[src/rtl/cprg_pkg.sv]
// Shared types, widths and register codes for the camera primary ray generator.
package cprg_pkg;

    // Iterative stage counts of the square root and divider pipelines.
    localparam int SQRT_STAGES = 32;
    localparam int DIV_STAGES  = 31;

    // Register stages from accepted request to result strobe.
    localparam int FRONT_STAGES = 4;
    localparam int LATENCY = FRONT_STAGES + 2 + SQRT_STAGES + 1 + DIV_STAGES + 1;

    // Unit length in Q1.30 and the common -1 term at scale 2^-47.
    localparam logic [30:0] ONE_Q30 = 31'h4000_0000;
    localparam int          Z_TERM_BIT = 47;

    // Configuration register indexes.
    typedef enum logic [2:0] {
        REG_PROJ_MODE    = 3'd0,
        REG_HALF_FOV_TAN = 3'd1,
        REG_ASPECT       = 3'd2,
        REG_ORTHO_XMAG   = 3'd3,
        REG_ORTHO_YMAG   = 3'd4
    } cfg_index_t;

    // Sign and magnitude of a screen coordinate pair.
    typedef struct packed {
        logic        xneg;
        logic        yneg;
        logic [15:0] xmag;
        logic [15:0] ymag;
    } coord_t;

    // Normalized direction terms that travel with their coordinates.
    typedef struct packed {
        coord_t      c;
        logic [30:0] m0;
        logic [30:0] m1;
        logic [30:0] m2;
    } norm_t;

endpackage

[src/rtl/cprg_front.sv]
// Front pipeline: screen scaling products and the common normalizing shift.
module cprg_front (
    input  logic                clk,
    input  logic                rst_n,
    input  logic                in_valid,
    input  logic signed [15:0]  screen_x,
    input  logic signed [15:0]  screen_y,
    input  logic [23:0]         half_fov_tangent,
    input  logic [23:0]         aspect_ratio,
    output logic                out_valid,
    output cprg_pkg::norm_t     norm
);

    logic               s1_valid_reg, s2_valid_reg, s3_valid_reg, s4_valid_reg;
    cprg_pkg::coord_t   s1_coord_reg, s2_coord_reg, s3_coord_reg;
    cprg_pkg::coord_t   coord_next;
    logic [39:0]        s1_xt_reg, s1_yt_reg;
    logic [63:0]        s2_m0_reg, s3_m0_reg;
    logic [55:0]        s2_m1_reg, s3_m1_reg;
    logic [5:0]         s3_shift_reg;
    logic [5:0]         shift_next;
    logic [63:0]        or_word;
    logic [63:0]        z_term;
    cprg_pkg::norm_t    s4_norm_reg;
    cprg_pkg::norm_t    norm_next;

    // Split the coordinates into sign and magnitude.
    always_comb
    begin
        coord_next.xneg = screen_x[15];
        coord_next.yneg = screen_y[15];
        coord_next.xmag = screen_x[15] ? 16'(-screen_x) : 16'(screen_x);
        coord_next.ymag = screen_y[15] ? 16'(-screen_y) : 16'(screen_y);
    end

    // The largest term decides the shift; the z term always sets bit 47.
    always_comb
    begin
        or_word = s2_m0_reg | {8'b0, s2_m1_reg} | (64'd1 << cprg_pkg::Z_TERM_BIT);
        shift_next = 6'd17;
        for (int i = cprg_pkg::Z_TERM_BIT; i < 63; i++)
        begin
            if (or_word[i])
            begin
                shift_next = 6'(i - 30);
            end
        end
    end

    // Shift all three terms together into 31 bits.
    always_comb
    begin
        z_term = (64'd1 << cprg_pkg::Z_TERM_BIT) >> s3_shift_reg;
        norm_next.c  = s3_coord_reg;
        norm_next.m0 = 31'(s3_m0_reg >> s3_shift_reg);
        norm_next.m1 = 31'(s3_m1_reg >> s3_shift_reg);
        norm_next.m2 = z_term[30:0];
    end

    // Valid bits travel with the data.
    always_ff @(posedge clk or negedge rst_n)
    begin
        if (!rst_n)
        begin
            s1_valid_reg <= 1'b0;
            s2_valid_reg <= 1'b0;
            s3_valid_reg <= 1'b0;
            s4_valid_reg <= 1'b0;
        end
        else
        begin
            s1_valid_reg <= in_valid;
            s2_valid_reg <= s1_valid_reg;
            s3_valid_reg <= s2_valid_reg;
            s4_valid_reg <= s3_valid_reg;
        end
    end

    // Payload stages.
    always_ff @(posedge clk)
    begin
        s1_coord_reg <= coord_next;
        s1_xt_reg    <= 40'(coord_next.xmag) * 40'(half_fov_tangent);
        s1_yt_reg    <= 40'(coord_next.ymag) * 40'(half_fov_tangent);
        s2_coord_reg <= s1_coord_reg;
        s2_m0_reg    <= 64'(s1_xt_reg) * 64'(aspect_ratio);
        s2_m1_reg    <= {s1_yt_reg[39:0], 16'b0};
        s3_coord_reg <= s2_coord_reg;
        s3_m0_reg    <= s2_m0_reg;
        s3_m1_reg    <= s2_m1_reg;
        s3_shift_reg <= shift_next;
        s4_norm_reg  <= norm_next;
    end

    assign out_valid = s4_valid_reg;
    assign norm      = s4_norm_reg;

endmodule

[config.mk]
export PLATFORM = sky130hd
export DESIGN_NAME = cprg_front
export DESIGN_NICKNAME = d
export VERILOG_FILES = /design/src/rtl/cprg_pkg.sv /design/src/rtl/cprg_front.sv
export SDC_FILE = /design/constraint.sdc
export NUM_CORES = 2
export LEC_CHECK = 0
export BUFFER_PORTS_ARGS = -buffer_cell sky130_fd_sc_hd__buf_2
export CAP_MARGIN = 25
export CORE_MARGIN = 1.5
export CORE_UTILIZATION = 60
export CTS_BUF_LIST = sky130_fd_sc_hd__clkbuf_8
export CTS_CLUSTER_SIZE = 14
export DETAILED_ROUTE_END_ITERATION = 7
export PLACE_DENSITY = 0.8
export SLEW_MARGIN = 20
export SYNTH_ARGS = -nofsm -noshare
export SYNTH_HDL_FRONTEND = slang
export SYNTH_SLANG_ARGS = --single-unit
[constraint.sdc]
create_clock -name clk -period 6.53 [get_ports clk]
set_clock_uncertainty 0.2 [all_clocks]
set_input_delay 0.3265 -clock clk [delete_from_list [all_inputs] [get_ports clk]]
set_output_delay 0.3265 -clock clk [all_outputs]
set_load 0.02 [all_outputs]
; ---- After elaboration in Yosys (flattened, before gate mapping)
; Cells that the tools add are included.
[word_totals]
reg_bits = 527
inputBits = 83
output_inout_bits = 128
word_cells = 55
[classes]
add_sub_neg = 2
mul = 3
shifts = 3
mux = 16
n_bitwise = 1
[op_table]
columns = op, count
row1 = 16-bit by 24-bit multiplier with 40-bit output, 2
row2 = 6-bit 2-to-1 mux, 11
row3 = 40-bit by 24-bit multiplier with 64-bit output, 1
row4 = 64-bit by 6-bit >> shifter with 31-bit output, 1
row5 = 63-bit by 56-bit OR with 63-bit output, 1
row6 = 56-bit by 6-bit >> shifter with 31-bit output, 1
row7 = "48-bit by 6-bit >> shifter with 31-bit output, first input constant", 1
row8 = 16-bit 2-to-1 mux, 2
row9 = 16-bit negation, 2
row10 = 2-bit 2-to-1 mux, 2
row11 = 3-bit 2-to-1 mux, 1

; ---- Longest topological paths before layout
[logic_depth]
ltp_word = 15
depth_mapped = 33
ltp_nobuf = 31

; ---- Least setup slack after synthesis
; Ideal clock, no wire load.
[synth_timing]
path_kind = in2reg
startpoint = input screen_y[0]
endpoint = register s1_yt_reg[39]
setup_time_ns = 0.059
t_arrival_ns = 7.222
setup_slack_ns = -0.951
path_stages = 31
cell_sequence = clkbuf_1 inv_1 ha_1 nand2b_1 or4_1 o31ai_1 xnor2_1 clkbuf_1 nand2_1 fa_1 inv_1 fa_1 inv_1 fa_1 inv_1 fa_1 fa_1 inv_1 fa_1 inv_1 ha_1 clkbuf_1 a21o_1 a31oi_1 o21ai_0 a31o_2 a21oi_1 o41ai_1 o22ai_1 mux2i_1 and3_1
[synth_via]
elab_chain_len = 3
[synth_lines]
columns = element, line
row1 = "start, declared", cprg_front.sv:7  ; input logic signed [15:0] screen_y,
row2 = 16-bit negation, cprg_front.sv:33  ; coord_next.ymag = screen_y[15] ? 16'(-screen_y) : 16'(screen_y);
row3 = 16-bit 2-to-1 mux (*), cprg_front.sv:33
row4 = 16-bit by 24-bit multiplier with 40-bit output (*), cprg_front.sv:84  ; s1_yt_reg <= 40'(coord_next.ymag) * 40'(half_fov_tangent);
row5 = "end signal, assigned", cprg_front.sv:84
row6 = "end, declared", cprg_front.sv:17  ; logic [39:0] s1_xt_reg, s1_yt_reg;
; Mark *: on every way between the ends. The rest lies on a longest branch, timed or not.
; A chain may end at the register's enable or synchronous reset.

; ---- Final worst setup path
[layout_timing]
startpoint = register s1_xt_reg[16]
endpoint = register s2_m0_reg[62]
[layout_via]
elab_chain_len = 1
[layout_lines]
columns = element, line
row1 = "start, declared", cprg_front.sv:17
row2 = "start signal, assigned", cprg_front.sv:83  ; s1_xt_reg <= 40'(coord_next.xmag) * 40'(half_fov_tangent);
row3 = 40-bit by 24-bit multiplier with 64-bit output, cprg_front.sv:86  ; s2_m0_reg <= 64'(s1_xt_reg) * 64'(aspect_ratio);
row4 = "end signal, assigned", cprg_front.sv:86
row5 = "end, declared", cprg_front.sv:18  ; logic [63:0] s2_m0_reg, s3_m0_reg;
; Every way passes these cells.

==> results.py <==
metrics = {
    "status": {
        "status": "finished, violations left",
        "violations": "negative setup slack",
    },
    "clock_tree": {
        "root_buffer": "clkbuf_8",
        "cts.sinks": 527,
        "clk_latency_ns": 0.79,
        "h-tree-depth": 3,
        "cts_buffer_depth": 3,
        "cts.clk_slew.worst_paths_ns": 0.07,
        "cts_buffers": 85,
        "cts_tree": "built",
    },
    "timing": {
        "worst_pin_slew_ns": 1.080,
        "slew_violations": 0,
        "hold_viol_final": 0,
        "rsz0062_at_grt": "yes",
        "maxSlewHeadroom": 0.2783,
        "hold_slack_ns": 0.08248,
        "period_minus_slack_ns": 7.143,
        "max_freq_mhz": 140.0,
        "finalCritPeriodShare": 1.094,
        "finalSetupViolations": 51,
        "setup_ws_ns": -0.6131,
    },
    "drt": {
        "dr.pass1.iters": 6,
        "vias_per_cell": 5.717,
        "drc": 0,
        "ant_nets": 0,
        "drt-initial-drc-count": 5380,
        "wl_mm": 219.0,
        "wl_per_cell_um": 20.96,
        "via_count": 59720,
    },
    "placed_design": {
        "dp_hpwl_mm": 163.9,
        "portBuffers": 210,
        "place.gp.congestion": 0.9845,
    },
    "grt": {
        "track_usage": 0.3458,
        "grt_max_degree": 72,
        "grt_pass1_wl_mm": 333.1,
        "antenna_found_initial": 18,
        "grt-ovfl-total": 0,
        "grt_pass1_vias": 63650,
    },
    "worst_setup_path": {
        "start_kind": "flop",
        "cp_data_required_time_ns": 6.97,
        "crit_path_end_kind": "flop",
        "criticalPathCategory": "reg -> reg",
        "path_max_fanout": 10,
        "arrival_ns": 7.59,
        "reg2reg_slack_ns": -0.61,
    },
    "synth": {
        "yosysSeqAreaShare": 0.1455,
        "synthArstFlopShare": 0.007590,
        "syn-num-nets": 9909,
        "ys_types": 91,
        "netlist_area_um2": 72670,
        "synth_cells": 7964,
        "synth_flop_cell": "dfxtp_1",
        "synth-edff-count": 0,
        "syn_area_per_cell_um2": 9.125,
        "ys_ff_latch": 527,
        "yosys_warnings": 0,
    },
    "final_layout": {
        "fillers": 7897,
        "multi_input_area_um2": 56690,
        "syn_to_final_growth_pct": 20.21,
        "nNetsFinal": 10710,
        "largest_register_ffs": 127,
        "final-seq-area_um2": 10650,
        "drive_gt1_frac": 0.2071,
    },
    "floorplan": {
        "pin_count": 211,
        "die_h_um": 351.0,
        "core.rowCount": 127,
        "die-area_um2": 123200,
        "die-width_um": 351.0,
        "coreArea_um2": 120000,
        "initial_utilization": 0.6057,
    },
    "run": {
        "max_cap_violations": 0,
    },
    "min_path": {
        "worstHoldPathType": "reg -> reg",
    },
}
==> layout by cell type (no fill, tap or decap), drive strengths merged, types with 37 or more instances in the layout <==
cell and instances:
nor2 215, nand3 39, a21o 79, fa 1446
ha 416, mux2i 92, mux4 78, clkbuf 113
nand2 1442, xnor2 119, o21ai 139, xor2 37
nor3 38, inv 1661, a21oi 208, buf 1131
and2 588, dfxtp 523
==> cell type report <==
type	count	share of cell area
multi-input cells	5347	0.6490
flip-flops and latches	527	0.1219
inverters	1637	0.07047
clock inverters	49	0.005357
clock buffers	103	0.01623
repair buffers	1162	0.1138
diodes	9	0.0002578
well taps	1612	0.02309
==> what timing repair did <==
item / CTS / global route
hold buffers: 19 / 2
hold endpoints to repair: 21 / 2
gates cloned: 2 / 10
setup endpoints to repair: 55 / 73
pin swaps: 73 / 210
resized for setup: 177 / 356
setup buffers: 41 / 59
==> kinds of logic after synthesis <==
family,after synthesis,share of synthesized area
XOR/XNOR,156,0.01880
AND/OR/NAND/NOR,2443,0.1527
flip-flops,527,0.1455
multiplexers,192,0.04025
AO/OA/AOI/OAI,694,0.06408
buffers and inverters,2090,0.1088
adder cells (fa/ha/maj),1862,0.4700
==> path summary, 6_finish.rpt <==
check / endpoint / from / cells after the start
worst max register to register: s2_m0_reg[62]$_DFF_P_ / s1_xt_reg[16]$_DFF_P_ / 24
min in group asynchronous: s2_valid_reg$_DFF_PN0_ / rst_n / 3
max in group asynchronous: s1_valid_reg$_DFF_PN0_ / rst_n / 3
worst max-delay path: s2_m0_reg[62]$_DFF_P_ / s1_xt_reg[16]$_DFF_P_ / 24
worst min register to register: s3_m0_reg[40]$_DFF_P_ / s2_m0_reg[40]$_DFF_P_ / 0
worst min-delay path: s3_m0_reg[40]$_DFF_P_ / s2_m0_reg[40]$_DFF_P_ / 0
==> synth_stat cells (all sizes together), types with 6 or more instances <==
library cell | count | area, µm²
o2bb2ai | 8 | 70.07
mux4 | 78 | 1757
mux2i | 92 | 920.9
or2 | 6 | 37.54
a21oi | 208 | 1064
a311oi | 6 | 52.55
and3 | 16 | 100.1
nor2 | 215 | 807.0
o22ai | 30 | 201.4
and2 | 588 | 3679
o31ai | 24 | 286.5
clkbuf | 406 | 1524
o211ai | 16 | 120.1
o21ai | 139 | 706.9
o21a | 30 | 225.2
fa | 1446 | 28950
or3 | 11 | 68.82
o41ai | 7 | 80.08
a21o | 79 | 595.6
xor2 | 37 | 324.1
a211oi | 27 | 207.7
nand2 | 1442 | 5415
a21boi | 6 | 45.05
inv | 1636 | 6141
dfxtp | 523 | 10470
o21bai | 30 | 225.2
nor4 | 6 | 37.54
nand2b | 17 | 106.4
a2111oi | 8 | 107.6
o221ai | 17 | 166.4
nand3 | 39 | 195.2
nor3 | 38 | 200.2
buf | 47 | 236.5
ha | 416 | 5205
nand4 | 32 | 200.2
a31oi | 20 | 140.1
mux2 | 22 | 247.7
nor2b | 20 | 125.1
xnor2 | 119 | 1042
==> worst max-delay path: stages (launching register included) <==
cell,delay (ns)
dfxtp_2,0.32
buf_12,0.16
buf_4,0.15
and2_1,0.16
fa_1,0.57
fa_1,0.46
fa_1,0.57
inv_1,0.06
fa_1,0.49
fa_2,0.60
inv_1,0.06
fa_1,0.53
fa_2,0.46
ha_4,0.18
a21oi_2,0.23
o21ai_1,0.21
a21oi_1,0.29
o211ai_1,0.14
buf_4,0.18
o31ai_4,0.23
buf_4,0.17
o31ai_4,0.06
o31ai_4,0.24
nor2_1,0.07
a311oi_1,0.22
==> through the flow <==
step | util | TNS [ns] | instance area [µm²] | cells | setup slack, ns
finish | 0.7281 | -12.83 | 87360 | 10450 | -0.6131
global placement | 0.6811 | -40.99 | 81710 | 10160 | -0.8341
detailed placement | 0.6811 | -50.21 | 81710 | 10160 | -1.025
global route | 0.7281 | -24.44 | 87350 | 10440 | -0.8597
floorplan | - | -9.379 | 73230 | 7964 | -0.6384
CTS | 0.7090 | -6.450 | 85060 | 10370 | -0.4737
==> metal layers <==
| metal | vias to the layer above | wire length (µm) | track usage |
|---|---|---|---|
| li1 | 25520 | - | - |
| met1 | 29810 | 78180 | 0.4262 |
| met2 | 3379 | 104600 | 0.5776 |
| met3 | 990 | 20660 | 0.06435 |
| met4 | 12 | 15500 | 0.1863 |
| met5 | - | 69 | 0 |
Power is not shown: default switching activity piles up to over one toggle a cycle in this logic, so the estimate is an artifact.
